[src/sv/i2cmbs_pkg.sv]
`timescale 1ns / 1ps
// ----------------------------------------------------------------------------
// I2C master burst sequencer package
// Phase, command and operation codes and the transfer types that the
// sequencer modules share.
// ----------------------------------------------------------------------------
package i2cmbs_pkg;

   localparam int COUNT_BITS_DEFAULT = 8;

   localparam logic [1:0] OP_START_WRITE = 2'd0;
   localparam logic [1:0] OP_START_QUERY = 2'd1;
   localparam logic [1:0] OP_INTERRUPT   = 2'd2;

   localparam logic [2:0] CMD_NONE       = 3'd0;
   localparam logic [2:0] CMD_SEND_CONT  = 3'd1;
   localparam logic [2:0] CMD_SEND_FIN   = 3'd2;
   localparam logic [2:0] CMD_RECV_START = 3'd3;
   localparam logic [2:0] CMD_RECV_CONT  = 3'd4;
   localparam logic [2:0] CMD_RECV_FIN   = 3'd5;

   localparam logic [2:0] PHASE_CODE_IDLE      = 3'd0;
   localparam logic [2:0] PHASE_CODE_WRITE     = 3'd1;
   localparam logic [2:0] PHASE_CODE_WRITE_FIN = 3'd2;
   localparam logic [2:0] PHASE_CODE_QUERY     = 3'd3;
   localparam logic [2:0] PHASE_CODE_QUERY_FIN = 3'd4;
   localparam logic [2:0] PHASE_CODE_READ      = 3'd5;
   localparam logic [2:0] PHASE_CODE_READ_FIN  = 3'd6;

   typedef enum logic [6:0] {
      PH_IDLE      = 7'b0000001,
      PH_WRITE     = 7'b0000010,
      PH_WRITE_FIN = 7'b0000100,
      PH_QUERY     = 7'b0001000,
      PH_QUERY_FIN = 7'b0010000,
      PH_READ      = 7'b0100000,
      PH_READ_FIN  = 7'b1000000
   } phase_type;

   typedef struct packed {
      logic [1:0] op;
      logic [7:0] write_len;
      logic [7:0] read_len;
      logic [7:0] write_byte;
      logic [7:0] read_byte;
   } item_type;

   typedef struct packed {
      logic       put_valid;
      logic [7:0] put_byte;
      logic [2:0] command;
      logic       addr_load;
      logic [6:0] target_address;
      logic       store_valid;
      logic [7:0] store_byte;
      logic [7:0] store_index;
      logic [7:0] next_write_index;
      logic [2:0] phase;
   } result_type;

   function automatic logic [2:0] phase_code(input phase_type ph);
      logic [2:0] code;
      case (ph)
         PH_IDLE:      code = PHASE_CODE_IDLE;
         PH_WRITE:     code = PHASE_CODE_WRITE;
         PH_WRITE_FIN: code = PHASE_CODE_WRITE_FIN;
         PH_QUERY:     code = PHASE_CODE_QUERY;
         PH_QUERY_FIN: code = PHASE_CODE_QUERY_FIN;
         PH_READ:      code = PHASE_CODE_READ;
         PH_READ_FIN:  code = PHASE_CODE_READ_FIN;
         default:      code = PHASE_CODE_IDLE;
      endcase
      return code;
   endfunction

endpackage

[src/sv/i2cmbs_seq.sv]
`timescale 1ns / 1ps
// ----------------------------------------------------------------------------
// I2C master burst sequencer state
// Holds the phase and the byte counters and works out the result of one
// transfer from the registered input item.
// ----------------------------------------------------------------------------
module i2cmbs_seq #(
   parameter int COUNT_BITS = i2cmbs_pkg::COUNT_BITS_DEFAULT
) (
   input  logic                   clock,
   input  logic                   reset,
   input  logic                   step_en,
   input  i2cmbs_pkg::item_type   item,
   input  logic [6:0]             slave_address,
   output i2cmbs_pkg::result_type result
);

   localparam int EXT_BITS = COUNT_BITS + 8;
   localparam logic [COUNT_BITS-1:0] CNT_ONE = COUNT_BITS'(1);

   i2cmbs_pkg::phase_type phase_ff, phase_in;
   logic [COUNT_BITS-1:0] write_left_ff, write_left_in;
   logic [COUNT_BITS-1:0] read_left_ff, read_left_in;
   logic [COUNT_BITS-1:0] write_pos_ff, write_pos_in;
   logic [COUNT_BITS-1:0] read_pos_ff, read_pos_in;

   logic [EXT_BITS-1:0]   write_len_ext, read_len_ext;
   logic [EXT_BITS-1:0]   write_pos_ext, read_pos_ext;
   logic [COUNT_BITS-1:0] write_len_cnt, read_len_cnt;
   logic [COUNT_BITS-1:0] write_left_dec, read_left_dec;

   assign write_len_ext  = {{COUNT_BITS{1'b0}}, item.write_len};
   assign read_len_ext   = {{COUNT_BITS{1'b0}}, item.read_len};
   assign write_len_cnt  = write_len_ext[COUNT_BITS-1:0];
   assign read_len_cnt   = read_len_ext[COUNT_BITS-1:0];
   assign write_left_dec = (write_left_ff == '0) ? '0 : write_left_ff - CNT_ONE;
   assign read_left_dec  = (read_left_ff == '0) ? '0 : read_left_ff - CNT_ONE;
   assign write_pos_ext  = {8'd0, write_pos_in};
   assign read_pos_ext   = {8'd0, read_pos_ff};

   always_comb begin
      phase_in      = phase_ff;
      write_left_in = write_left_ff;
      read_left_in  = read_left_ff;
      write_pos_in  = write_pos_ff;
      read_pos_in   = read_pos_ff;
      result        = '0;
      result.command = i2cmbs_pkg::CMD_NONE;

      case (item.op)
         i2cmbs_pkg::OP_START_WRITE, i2cmbs_pkg::OP_START_QUERY: begin
            write_left_in = write_len_cnt;
            read_left_in  = read_len_cnt;
            write_pos_in  = '0;
            read_pos_in   = '0;
            if (item.op == i2cmbs_pkg::OP_START_WRITE) begin
               phase_in = (write_len_cnt <= CNT_ONE) ? i2cmbs_pkg::PH_WRITE_FIN
                                                     : i2cmbs_pkg::PH_WRITE;
            end else begin
               phase_in = (write_len_cnt <= CNT_ONE) ? i2cmbs_pkg::PH_QUERY_FIN
                                                     : i2cmbs_pkg::PH_QUERY;
            end
         end
         i2cmbs_pkg::OP_INTERRUPT: begin
            case (phase_ff)
               i2cmbs_pkg::PH_WRITE, i2cmbs_pkg::PH_QUERY: begin
                  result.put_valid = 1'b1;
                  result.put_byte  = item.write_byte;
                  result.command   = i2cmbs_pkg::CMD_SEND_CONT;
                  write_left_in    = write_left_dec;
                  write_pos_in     = write_pos_ff + CNT_ONE;
                  if (write_left_dec <= CNT_ONE) begin
                     phase_in = (phase_ff == i2cmbs_pkg::PH_WRITE)
                                ? i2cmbs_pkg::PH_WRITE_FIN : i2cmbs_pkg::PH_QUERY_FIN;
                  end
               end
               i2cmbs_pkg::PH_WRITE_FIN: begin
                  result.put_valid = 1'b1;
                  result.put_byte  = item.write_byte;
                  result.command   = i2cmbs_pkg::CMD_SEND_FIN;
                  phase_in         = i2cmbs_pkg::PH_IDLE;
               end
               i2cmbs_pkg::PH_QUERY_FIN: begin
                  result.put_valid      = 1'b1;
                  result.put_byte       = item.write_byte;
                  result.command        = i2cmbs_pkg::CMD_RECV_START;
                  result.addr_load      = 1'b1;
                  result.target_address = slave_address;
                  phase_in = (read_left_ff <= CNT_ONE) ? i2cmbs_pkg::PH_READ_FIN
                                                       : i2cmbs_pkg::PH_READ;
               end
               i2cmbs_pkg::PH_READ: begin
                  result.store_valid = 1'b1;
                  result.store_byte  = item.read_byte;
                  result.store_index = read_pos_ext[7:0];
                  result.command     = i2cmbs_pkg::CMD_RECV_CONT;
                  read_pos_in        = read_pos_ff + CNT_ONE;
                  read_left_in       = read_left_dec;
                  if (read_left_dec <= CNT_ONE) begin
                     phase_in = i2cmbs_pkg::PH_READ_FIN;
                  end
               end
               i2cmbs_pkg::PH_READ_FIN: begin
                  result.store_valid = 1'b1;
                  result.store_byte  = item.read_byte;
                  result.store_index = read_pos_ext[7:0];
                  result.command     = i2cmbs_pkg::CMD_RECV_FIN;
                  phase_in           = i2cmbs_pkg::PH_IDLE;
               end
               default: begin
                  phase_in = i2cmbs_pkg::PH_IDLE;
               end
            endcase
         end
         default: begin
         end
      endcase

      result.next_write_index = write_pos_ext[7:0];
      result.phase            = i2cmbs_pkg::phase_code(phase_in);
   end

   always_ff @(posedge clock) begin
      if (reset) begin
         phase_ff      <= i2cmbs_pkg::PH_IDLE;
         write_left_ff <= '0;
         read_left_ff  <= '0;
         write_pos_ff  <= '0;
         read_pos_ff   <= '0;
      end else if (step_en) begin
         phase_ff      <= phase_in;
         write_left_ff <= write_left_in;
         read_left_ff  <= read_left_in;
         write_pos_ff  <= write_pos_in;
         read_pos_ff   <= read_pos_in;
      end
   end

   // On an interrupt, the read counters only move in the read phase.
   a_read_pos_hold: assert property (@(posedge clock) disable iff (reset)
      (step_en && item.op == i2cmbs_pkg::OP_INTERRUPT && phase_ff != i2cmbs_pkg::PH_READ)
      |=> $stable(read_pos_ff))
      else $error("read position moved outside the read phase");

   a_final_write_len: assert property (@(posedge clock) disable iff (reset)
      (phase_ff == i2cmbs_pkg::PH_WRITE || phase_ff == i2cmbs_pkg::PH_QUERY)
      |-> write_left_ff > CNT_ONE)
      else $error("write phase with one byte or less left");

   a_query_switch: assert property (@(posedge clock) disable iff (reset)
      (step_en && result.addr_load) |=> (phase_ff == i2cmbs_pkg::PH_READ
                                      || phase_ff == i2cmbs_pkg::PH_READ_FIN))
      else $error("address load did not enter a read phase");

endmodule

[src/sv/i2c_master_burst_sequencer_core.sv]
`timescale 1ns / 1ps
// ----------------------------------------------------------------------------
// I2C master burst sequencer
// Steps an I2C master through a burst write or a write followed by a read.
//
// A transfer on the req channel is either a start (write or write-then-read
// query, taking the byte counts) or a controller interrupt carrying the byte
// to send and the byte received. Each request yields exactly one transfer on
// the rsp channel with the command to issue, the byte to put, the received
// byte to store with its index, and the next write index and phase.
// The slave address for the receive phase is written through csr_wr_en and
// csr_wr_data; the user keeps this to while the block is idle, unenforced.
// A request is captured in an input register, evaluated against the phase
// and counters, and lands in the result register; while rsp_stall is low,
// one request per cycle is sustained. When rsp_stall holds a result,
// the input register keeps the next request and req_stall rises only once
// that register is also full. Reset returns the sequencer to idle, clears
// the counters and the slave address, and empties both registers.
// ----------------------------------------------------------------------------
module i2c_master_burst_sequencer_core #(
   parameter int COUNT_BITS = i2cmbs_pkg::COUNT_BITS_DEFAULT
) (
   input  logic       clock,
   input  logic       reset,
   input  logic       csr_wr_en,
   input  logic [6:0] csr_wr_data,
   input  logic       req_valid,
   output logic       req_stall,
   input  logic [1:0] req_op,
   input  logic [7:0] req_write_len,
   input  logic [7:0] req_read_len,
   input  logic [7:0] req_write_byte,
   input  logic [7:0] req_read_byte,
   output logic       rsp_valid,
   input  logic       rsp_stall,
   output logic       rsp_put_valid,
   output logic [7:0] rsp_put_byte,
   output logic [2:0] rsp_command,
   output logic       rsp_addr_load,
   output logic [6:0] rsp_target_address,
   output logic       rsp_store_valid,
   output logic [7:0] rsp_store_byte,
   output logic [7:0] rsp_store_index,
   output logic [7:0] rsp_next_write_index,
   output logic [2:0] rsp_phase
);

   logic                   slave_address_ff;
   logic [6:0]             slave_addr_ff;
   logic                   in_valid_ff, in_valid_in;
   i2cmbs_pkg::item_type   item_ff;
   logic                   out_valid_ff, out_valid_in;
   i2cmbs_pkg::result_type result_ff;
   i2cmbs_pkg::result_type result;
   logic                   advance;
   logic                   req_take;

   assign advance   = in_valid_ff && !(out_valid_ff && rsp_stall);
   assign req_stall = in_valid_ff && !advance;
   assign req_take  = req_valid && !req_stall;

   assign in_valid_in  = req_take || (in_valid_ff && !advance);
   assign out_valid_in = advance || (out_valid_ff && rsp_stall);

   i2cmbs_seq #(
      .COUNT_BITS(COUNT_BITS)
   ) u_seq (
      .clock        (clock),
      .reset        (reset),
      .step_en      (advance),
      .item         (item_ff),
      .slave_address(slave_addr_ff),
      .result       (result)
   );

   always_ff @(posedge clock) begin
      if (reset) begin
         slave_addr_ff    <= '0;
         slave_address_ff <= 1'b0;
         in_valid_ff      <= 1'b0;
         out_valid_ff     <= 1'b0;
      end else begin
         if (csr_wr_en) begin
            slave_addr_ff    <= csr_wr_data;
            slave_address_ff <= 1'b1;
         end
         in_valid_ff  <= in_valid_in;
         out_valid_ff <= out_valid_in;
      end
   end

   always_ff @(posedge clock) begin
      if (req_take) begin
         item_ff.op         <= req_op;
         item_ff.write_len  <= req_write_len;
         item_ff.read_len   <= req_read_len;
         item_ff.write_byte <= req_write_byte;
         item_ff.read_byte  <= req_read_byte;
      end
      if (advance) begin
         result_ff <= result;
      end
   end

   assign rsp_valid            = out_valid_ff;
   assign rsp_put_valid        = result_ff.put_valid;
   assign rsp_put_byte         = result_ff.put_byte;
   assign rsp_command          = result_ff.command;
   assign rsp_addr_load        = result_ff.addr_load;
   assign rsp_target_address   = result_ff.target_address;
   assign rsp_store_valid      = result_ff.store_valid;
   assign rsp_store_byte       = result_ff.store_byte;
   assign rsp_store_index      = result_ff.store_index;
   assign rsp_next_write_index = result_ff.next_write_index;
   assign rsp_phase            = result_ff.phase;

   a_addr_load_cmd: assert property (@(posedge clock) disable iff (reset)
      (rsp_valid && rsp_addr_load) |-> rsp_command == i2cmbs_pkg::CMD_RECV_START)
      else $error("address load without receive start");

   a_store_cmd: assert property (@(posedge clock) disable iff (reset)
      (rsp_valid && rsp_store_valid) |-> (rsp_command == i2cmbs_pkg::CMD_RECV_CONT
                                       || rsp_command == i2cmbs_pkg::CMD_RECV_FIN))
      else $error("store without a receive command");

   a_stall_full: assert property (@(posedge clock) disable iff (reset)
      req_stall |-> (in_valid_ff && out_valid_ff && rsp_stall))
      else $error("request stalled with room in the pipeline");

   a_held_result: assert property (@(posedge clock) disable iff (reset)
      (rsp_valid && rsp_stall) |=> (rsp_valid && $stable(result_ff)))
      else $error("stalled result changed");

   a_csr_ready: assert property (@(posedge clock) disable iff (reset)
      (rsp_valid && rsp_addr_load && !slave_address_ff) |-> rsp_target_address == 7'd0)
      else $error("target address without a written slave address");

endmodule
[config.mk]
export PLATFORM = sky130hd
export DESIGN_NAME = i2c_master_burst_sequencer_core
export DESIGN_NICKNAME = d
export VERILOG_FILES = /design/src/sv/i2cmbs_pkg.sv /design/src/sv/i2cmbs_seq.sv /design/src/sv/i2c_master_burst_sequencer_core.sv
export SDC_FILE = /design/constraint.sdc
export NUM_CORES = 1
export LEC_CHECK = 0
export BUFFER_PORTS_ARGS = -buffer_cell sky130_fd_sc_hd__buf_4
export CORE_MARGIN = 5
export CORE_UTILIZATION = 55
export CTS_CLUSTER_SIZE = 20
export DETAILED_ROUTE_END_ITERATION = 8
export PLACE_DENSITY = 0.78
export SYNTH_ARGS = -nofsm -noshare
export SYNTH_HDL_FRONTEND = slang
export SYNTH_HIERARCHICAL = 1
export SYNTH_SLANG_ARGS = --single-unit
[constraint.sdc]
create_clock -name clock -period 7.7 [get_ports clock]
set_input_delay 1.155 -clock clock [delete_from_list [all_inputs] [get_ports clock]]
set_output_delay 1.155 -clock clock [all_outputs]
set_load 0.01 [all_outputs]
==> impl_metrics.toml, run 1 <==
[global_route]
grt_remaining_overflow = 0
antenna_found_initial = 0
grt_pass1_wl_um = 20500
grt_usage = 0.203
grt_max_degree = 57
grt_pass1_vias = 4195

[die]
start_util = 0.566
coreArea_sq_um = 10300
io_pins = 96
fp.dieW_um = 113
dieArea_sq_um = 12800
rows = 37
fp.dieH_um = 113

[synthesis]
synth_cells = 533
synth.most_common_cell = "edfxtp_1"
ys_top_cells_by_area = "edfxtp_1 (42%), dfxtp_1 (16%), nor2_1 (4.9%)"
yosysSeqAreaShare = 0.586
synthFlopType = "edfxtp_1"
yosysWarnings = 6
syn_avg_cell_area_sq_um = 11.0
synth_edf_count = 82
synth_commonest_cells = "edfxtp_1 (82), nor2_1 (77), dfxtp_1 (48)"
ys_ff_latch = 130
synth_area_leader_cell = "edfxtp_1"
synth_async_sr_flop_share = 0
synth_fp_nets = 586
synth.distinct_cells = 59
netlist_area_sq_um = 5840
synth_top_area_share = 0.422

[setup_path]
crit_path_start_kind = "primary input"
r2r_start = "u_seq/read_left_ff[1]"
r2r-end = "rsp_phase[0]"
critPathArrivalTime_ns = 3.85
required_ns = 8.10
rrSetupSlack_ns = 4.25
cp-end-kind = "flip-flop"
rr_worst_depth = 10
critical_path_class = "primary input to flip-flop"
cp_max_fo = 56

[power]
swShare = 0.239
p_int_mw = 1.28
power_leakage_nw = 2.77
powerDensity_nw_per_um2 = 235
p_seq_frac = 0.473
clockPowerShare = 0.431
combinationalPowerShare = 0.096
p_switching_uw = 402
peakVddDrop_v = 0.000129

[hold_path]
hold_path_startpoint = "u_seq/read_pos_ff[1]"
hold_class = "flip-flop to flip-flop"
hold_depth = 2
hold_end = "u_seq/read_pos_ff[1]"

[clocking]
cts_resized = 0
clk_path_buf_depth = 2
cts_root_buffer = "clkbuf_8"
clk_pin_slew_ns = 0.06
clkSinkCount = 130
cts_setup_buffers = 0
cts_made_buffers = 17
cts_tree = "yes"
htreeDepth = 4
ctsHoldBuffers = 0
clkLatencyLatePin_ns = 0.52

[placement]
numPortBuffers = 95
place_ws_ns = 3.73
place_area_sq_um = 6620
hpwl_um = 8340
gp_congestion = 0.861

[route]
post-route-drc-count = 0
antenna_left = 0
first_pass_iters = 5
wirelength_um = 12500
avgRoutedWirePerCell_um = 16.3
vias = 4374
drt-vias-per-instance = 5.70
drt_iter0_drc = 295

[timing]
fmax_mhz = 290
skew_ns = 0.0111
slew_headroom = 0.303
hold_viol = 0
fin_ws_ns = 4.25
final_max_slew_viol_count = 0
rsz0062_at_grt = "false"
setup-tns-final_ns = 0
setup_violations = 0
layout_min_cycle_time_ns = 3.45
final.period_utilization = 0.448
worstMarginPinSlew_ns = 1.04

[job]
drv_cap = 0

[status]
status = "complete, no violations"

[final_layout]
drive_gt1_frac = 0.225
fin_nets = 672
insertedDiodeCount = 0
fin_area_sq_um = 7160
synthToLayoutAreaGrowth_pct = 22.6
through the flow:
| step | utilization | std cells | total power [mW] | hold WS, ns |
|---|---|---|---|---|
| 2_1_floorplan | - | 533 | 0.908 | 0.452 |
| 3_3_place_gp | 0.641 | 736 | 0.961 | 0.467 |
| 3_5_place_dp | 0.641 | 736 | 0.967 | 0.474 |
| 4_1_cts | 0.694 | 768 | 1.69 | 0.489 |
| 5_1_grt | 0.694 | 768 | 1.75 | 0.531 |
| 6_report | 0.694 | 768 | 1.68 | 0.490 |
sequential cells by signal, indices dropped and copies added (netlist names), 3 cells and up:
signal / cells
rsp_phase: 3
item_ff: 34
rsp_put_byte: 8
u_seq/read_left_ff: 8
rsp_store_index: 8
u_seq/write_left_ff: 8
rsp_next_write_index: 8
rsp_target_address: 7
rsp_store_byte: 8
rsp_command: 3
u_seq/write_pos_ff: 8
slave_addr_ff: 7
u_seq/phase_ff: 7
u_seq/read_pos_ff: 8
worst max path at each step:
stage | cells past startpoint | endpoint | startpoint | slack (ns)
final | 9 | u_seq/read_pos_ff[7] | rsp_stall | 4.25
after CTS | 9 | u_seq/read_pos_ff[7] | rsp_stall | 4.29
after global placement | 9 | u_seq/read_pos_ff[4] | rsp_stall | 3.90
after detailed placement | 9 | u_seq/read_pos_ff[7] | rsp_stall | 3.73
after floorplan | 8 | u_seq/read_pos_ff[4] | rsp_stall | 1.37
after global routing | 10 | rsp_phase[0] | u_seq/read_left_ff[0] | 3.97
layout by cell type (no fill, tap or decap), types with 9 or more instances in the layout:
master and count:
a211oi_1 12, a21oi_1 30, and2_1 24, and3_1 9, buf_4 96, clkbuf_16 16, dfxtp_1 48, edfxtp_1 82
inv_1 18, mux2i_1 17, nand2_1 27, nand3_1 10, nor2_1 76, nor2b_1 12, nor3_1 19, o21ai_0 14
xor2_1 16
cell families after synthesis:
family | share of synthesized area
buffers and inverters | 0.0336
and+or+nand+nor | 0.187
AOI/OAI and AO/OA | 0.114
muxes | 0.0311
xor gates and xnor gates | 0.0330
DFF | 0.586
adders and majority gates | 0.0150
per-layer routing:
layer / global-route usage / part of all wire
met1: 0.247 / 0.41
met2: 0.347 / 0.51
met3: 0.0567 / 0.063
met4: 0.0729 / 0.018
met5: 0 / 0
area by class of cell:
cell class / count / area, sq um
sequential: 130 / 3420
multi-input combinational: 356 / 2240
fill: 718 / 3160
timing repair buffer: 96 / 721
clock buffer: 19 / 432
clock inverter: 13 / 110
tap: 136 / 170
inverter: 18 / 67.6
power groups by stage:
stage               clock (mW)  combinational (mW)  sequential (mW)
floorplan                    0               0.102            0.806
global placement             0               0.154            0.807
detailed placement           0               0.159            0.809
CTS                      0.739               0.160            0.795
global route             0.776               0.176            0.799
finish                   0.725               0.161            0.795
critical path, stage by stage:
cell and delay (ns):
buf_4 0.13, a21boi_4 0.37, buf_4 0.64, o21ai_0 0.34, o21bai_1 0.49, nor2_1 0.37
nand3_1 0.13, xor2_1 0.14, nor2_1 0.06
No activity file was read; power rests on OpenSTA's default activity.
==> run 2: changes to the inputs <==
CORE_UTILIZATION = 51   (was 55)
PLACE_DENSITY = 0.76   (was 0.78)
clock period = 3.1 ns   (was 7.7 ns; I/O delays follow)
==> run 2 against run 1 <==
Against the previous run: via count is 0.25% higher; die area grew 7.1%; final cell count grew 2.7%; clock power rose to 2.6 times the previous value; sequential cell count stayed put; hold slack got worse by 0.26 ns; clock skew down 0.0020 ns; design area grew 2.2%; critical path type is now flip-flop to flip-flop; largest cell class unchanged; highest routed layer unchanged.
==> impl_metrics.toml, run 2 (synthesis results as in run 1) <==
[setup_path]
cp_max_fo = 8
cp-end-kind = "flip-flop"
rrSetupSlack_ns = 0.15
critPathArrivalTime_ns = 3.11
critical_path_class = "flip-flop to flip-flop"
r2r-end = "rsp_phase[1]"
rr_worst_depth = 10
r2r_start = "u_seq/write_left_ff[0]"
crit_path_start_kind = "flip-flop"
required_ns = 3.26

[die]
fp.dieH_um = 117
start_util = 0.516
rows = 39
dieArea_sq_um = 13700
io_pins = 96
coreArea_sq_um = 11300
fp.dieW_um = 117

[job]
drv_cap = 0

[clocking]
ctsHoldBuffers = 0
cts_tree = "yes"
clkLatencyLatePin_ns = 0.41
cts_root_buffer = "clkbuf_16"
htreeDepth = 4
clk_path_buf_depth = 2
clkSinkCount = 130
cts_made_buffers = 17
clk_pin_slew_ns = 0.06

[global_route]
grt_max_degree = 54
antenna_found_initial = 0
grt_remaining_overflow = 0
grt_usage = 0.188
grt_pass1_vias = 4073
grt_pass1_wl_um = 20200

[timing]
final_max_slew_viol_count = 0
fmax_mhz = 338
setup-tns-final_ns = 0
final.period_utilization = 0.953
hold_viol = 0
setup_violations = 0
skew_ns = 0.00915
rsz0062_at_grt = "false"
slew_headroom = 0.316
worstMarginPinSlew_ns = 1.01
layout_min_cycle_time_ns = 2.95

[final_layout]
largest_reg_flops = 34
insertedDiodeCount = 0
final_common_cell = "buf_4"
drive_gt1_frac = 0.245
layout_common_cells = "buf_4 (110), edfxtp_1 (82), nor2_1 (76), dfxtp_1 (47), a21oi_1 (29)"
top_register = "item_ff"
synthToLayoutAreaGrowth_pct = 25.3
fin_nets = 686
fin_area_sq_um = 7320

[hold_path]
hold_path_startpoint = "req_write_byte[4]"
hold_end = "item_ff[12]"
hold_class = "primary input to flip-flop"
hold_depth = 1

[route]
antenna_left = 0
wirelength_um = 12900
avgRoutedWirePerCell_um = 16.3
drt-vias-per-instance = 5.56
post-route-drc-count = 0
first_pass_iters = 5
vias = 4385
drt_iter0_drc = 236

[placement]
numPortBuffers = 95
hpwl_um = 8590
place_area_sq_um = 6720
gp_congestion = 0.894

[power]
powerDensity_nw_per_um2 = 584
power_leakage_nw = 2.87
power.total_mw = 4.28
peakVddDrop_v = 0.000329

[status]
status = "complete, no violations"
## run 2: cell types whose count changed in the layout (fill, tap and decap cells not counted), sizes merged
cell and delta:
buf +14, bufinv +1, clkbuf +2, clkinv +1, clkinvlp -1, inv -3
## run 2: per-layer routing
| layer | routed length (um) | global-route usage | up-vias |
|---|---|---|---|
| li1 | - | - | 2128 |
| met1 | 5360 | 0.243 | 2102 |
| met2 | 6560 | 0.315 | 143 |
| met3 | 802 | 0.0437 | 12 |
| met4 | 144 | 0.0627 | 0 |
| met5 | 0 | 0 | - |
## run 2: final cells by class
cell class	instances	area, sq um
Timing Repair Buffer	110	826
Multi-Input combinational cell	356	2270
Clock buffer	21	440
Clock inverter	11	116
Tap cell	143	179
Inverter	18	67.6
Fill cell	905	4000
Sequential cell	130	3420
## run 2: stage by stage
stage               hold slack, ns  setup slack [ns]  cells  utilization
global route                 0.211           0.00416    789        0.647
detailed placement           0.477            0.0503    756        0.594
floorplan                    0.452             0.124    533            -
finish                       0.229             0.145    789        0.647
global placement             0.464             0.145    756        0.594
CTS                          0.209            0.0110    788        0.643
## run 2: report_power, final
group,internal (mW),switching [mW]
sequential,1.92,0.0548
combinational,0.195,0.228
clock,1.18,0.702
## run 2: critical path: stages, from the launching register on
cell	delay [ns]
dfxtp_2	0.34
inv_1	0.13
ha_1	0.32
and3b_1	0.20
a31oi_1	0.04
o32a_1	0.29
or4_4	0.55
o41ai_4	0.34
nand2b_1	0.21
mux2i_1	0.10
and4b_1	0.19
## run 2: how the worst max path moves through the flow
stage | depth (start not counted) | slack, ns | startpoint | to
2_1_floorplan | 10 | 0.12 | u_seq/read_left_ff[0] | rsp_phase[0]
5_1_grt | 10 | 0.004 | u_seq/write_left_ff[0] | rsp_phase[1]
3_3_place_gp | 10 | 0.15 | u_seq/read_left_ff[0] | rsp_phase[2]
4_1_cts | 10 | 0.01 | u_seq/read_left_ff[0] | rsp_phase[1]
3_5_place_dp | 10 | 0.05 | u_seq/read_left_ff[0] | rsp_phase[1]
6_report | 10 | 0.15 | u_seq/write_left_ff[0] | rsp_phase[1]
## run 2: repair_timing
| action | CTS | global route |
|---|---|---|
| resized for setup | 0 | 6 |
| endpoints found under the hold margin | 0 | 0 |
| endpoints found under the setup margin | 0 | 3 |
| buffers inserted | 0 | 1 |
==> run 3: changes to the inputs <==
REMOVE_ABC_BUFFERS = 1   (was default)
==> run 3 against run 2 <==
Against the previous run: core utilization is 0.11 points higher; clock skew hardly changed; wire length is 4.9% lower; worst setup slack better by 0.044 ns; global-route usage is 0.32 points lower; combinational power is 2% lower; critical path depth is 1 higher; count of clock-buffer cells in the layout is 2 lower; fmax is 1.5% higher; largest power group is now clock.
==> impl_metrics.toml, run 3 (synthesis results as in run 1) <==
[power]
powerDensity_nw_per_um2 = 598
power_leakage_nw = 2.84
power.total_mw = 4.38
peakVddDrop_v = 0.000403

[timing]
layout_min_cycle_time_ns = 2.91
slew_headroom = 0.291
hold_viol = 0
setup_violations = 0
final.period_utilization = 0.939
rsz0062_at_grt = "false"
fmax_mhz = 344
worstMarginPinSlew_ns = 1.05
fin_ws_ns = 0.190
final_max_slew_viol_count = 0
skew_ns = 0.00903

[route]
post-route-drc-count = 0
antenna_left = 0
vias = 4421
wirelength_um = 12200
drt-vias-per-instance = 5.62
avgRoutedWirePerCell_um = 15.6
first_pass_iters = 5
drt_iter0_drc = 346

[setup_path]
worstPathCellList = "inv_1 -> ha_1 -> buf_4 -> or3b_1 -> nand2_1 -> o31ai_1 -> or4_4 -> o22a_2 -> o21ai_2 -> mux2i_1 -> nor4b_2"
required_ns = 3.25
cp-end-kind = "flip-flop"
slowest_delay_ns = 0.56
path_buf_inv = 2
cp_max_fo = 7
crit_path_start_kind = "flip-flop"
critPathArrivalTime_ns = 3.06
critical_path_class = "flip-flop to flip-flop"
cp_slowest_cell = "or4_4"
crit_family = "simple AND/OR/NAND/NOR gates"

[clocking]
cts_setup_buffers = 0
cts_root_buffer = "clkbuf_16"
clkLatencyLatePin_ns = 0.41
ctsHoldBuffers = 0
clk_pin_slew_ns = 0.06
cts_made_buffers = 17
cts_tree = "yes"
clkSinkCount = 130
htreeDepth = 4
clk_path_buf_depth = 2

[die]
dieArea_sq_um = 13700
rows = 39
fp.dieH_um = 117
fp.dieW_um = 117
coreArea_sq_um = 11300
start_util = 0.516
io_pins = 96

[final_layout]
final_common_cell = "buf_4"
utilization = 0.648
layout_common_cells = "buf_4 (108), edfxtp_1 (82), nor2_1 (76), dfxtp_1 (46), a21oi_1 (29)"
fin_area_sq_um = 7330
top_register = "item_ff"
drive_gt1_frac = 0.248
largest_reg_flops = 34
nFillCells = 833
insertedDiodeCount = 0
synthToLayoutAreaGrowth_pct = 25.6
fin_nets = 684

[placement]
gp_congestion = 0.926
place_ws_ns = 0.0367
numPortBuffers = 95
hpwl_um = 8600
place_area_sq_um = 6710

[global_route]
grt_usage = 0.185
grt_pass1_vias = 4214
grt_remaining_overflow = 0
grt_pass1_wl_um = 19800
grt_max_degree = 50
antenna_found_initial = 0

[hold_path]
hold_class = "primary input to flip-flop"

[job]
drv_cap = 0

[status]
status = "complete, no violations"
run 3: per-stage QoR:
stage                     hold WS, ns  setup TNS (ns)  std cells
after detailed placement        0.477               0        755
after global placement          0.463               0        755
after CTS                       0.208               0        787
after global routing            0.202               0        787
final                           0.225               0        787
after floorplan                 0.451         -284.07        504
run 3: layout make-up:
cell class              count  area, sq um  area share
inverters                  18         67.6     0.00922
clock inverters            13          160      0.0218
repair buffers            108          811       0.111
clock buffers              19          443      0.0604
flip-flops and latches    130         3430       0.467
well taps                 143          179      0.0244
multi-input cells         356         2250       0.306
run 3: path summary, 6_finish.rpt:
kind,slack [ns],to,cells after the start,from
min,0.22,item_ff[6],1,req_read_byte[6]
max reg2reg,0.19,rsp_phase[2],11,u_seq/read_left_ff[1]
min reg2reg,0.48,u_seq/read_pos_ff[1],2,u_seq/read_pos_ff[1]
max,0.19,rsp_phase[2],11,u_seq/read_left_ff[1]
run 3: power breakdown:
group | internal, mW | switching, mW
Sequential | 1.92 | 0.0520
Combinational | 0.189 | 0.225
Clock | 1.28 | 0.713
Total | 3.39 | 0.990
run 3: repair_timing:
| item | CTS | global route |
|---|---|---|
| gates resized for setup | 0 | 6 |
| endpoints found under the hold margin | 0 | 0 |
| endpoints found under the setup margin | 0 | 3 |
run 3: layer usage:
layer | up-vias | global-route usage | share of wire
met5 | - | 0 | 0
met4 | 0 | 0.0657 | 0.016
met3 | 21 | 0.0509 | 0.070
met2 | 174 | 0.308 | 0.51
met1 | 2094 | 0.233 | 0.41
li1 | 2132 | - | -
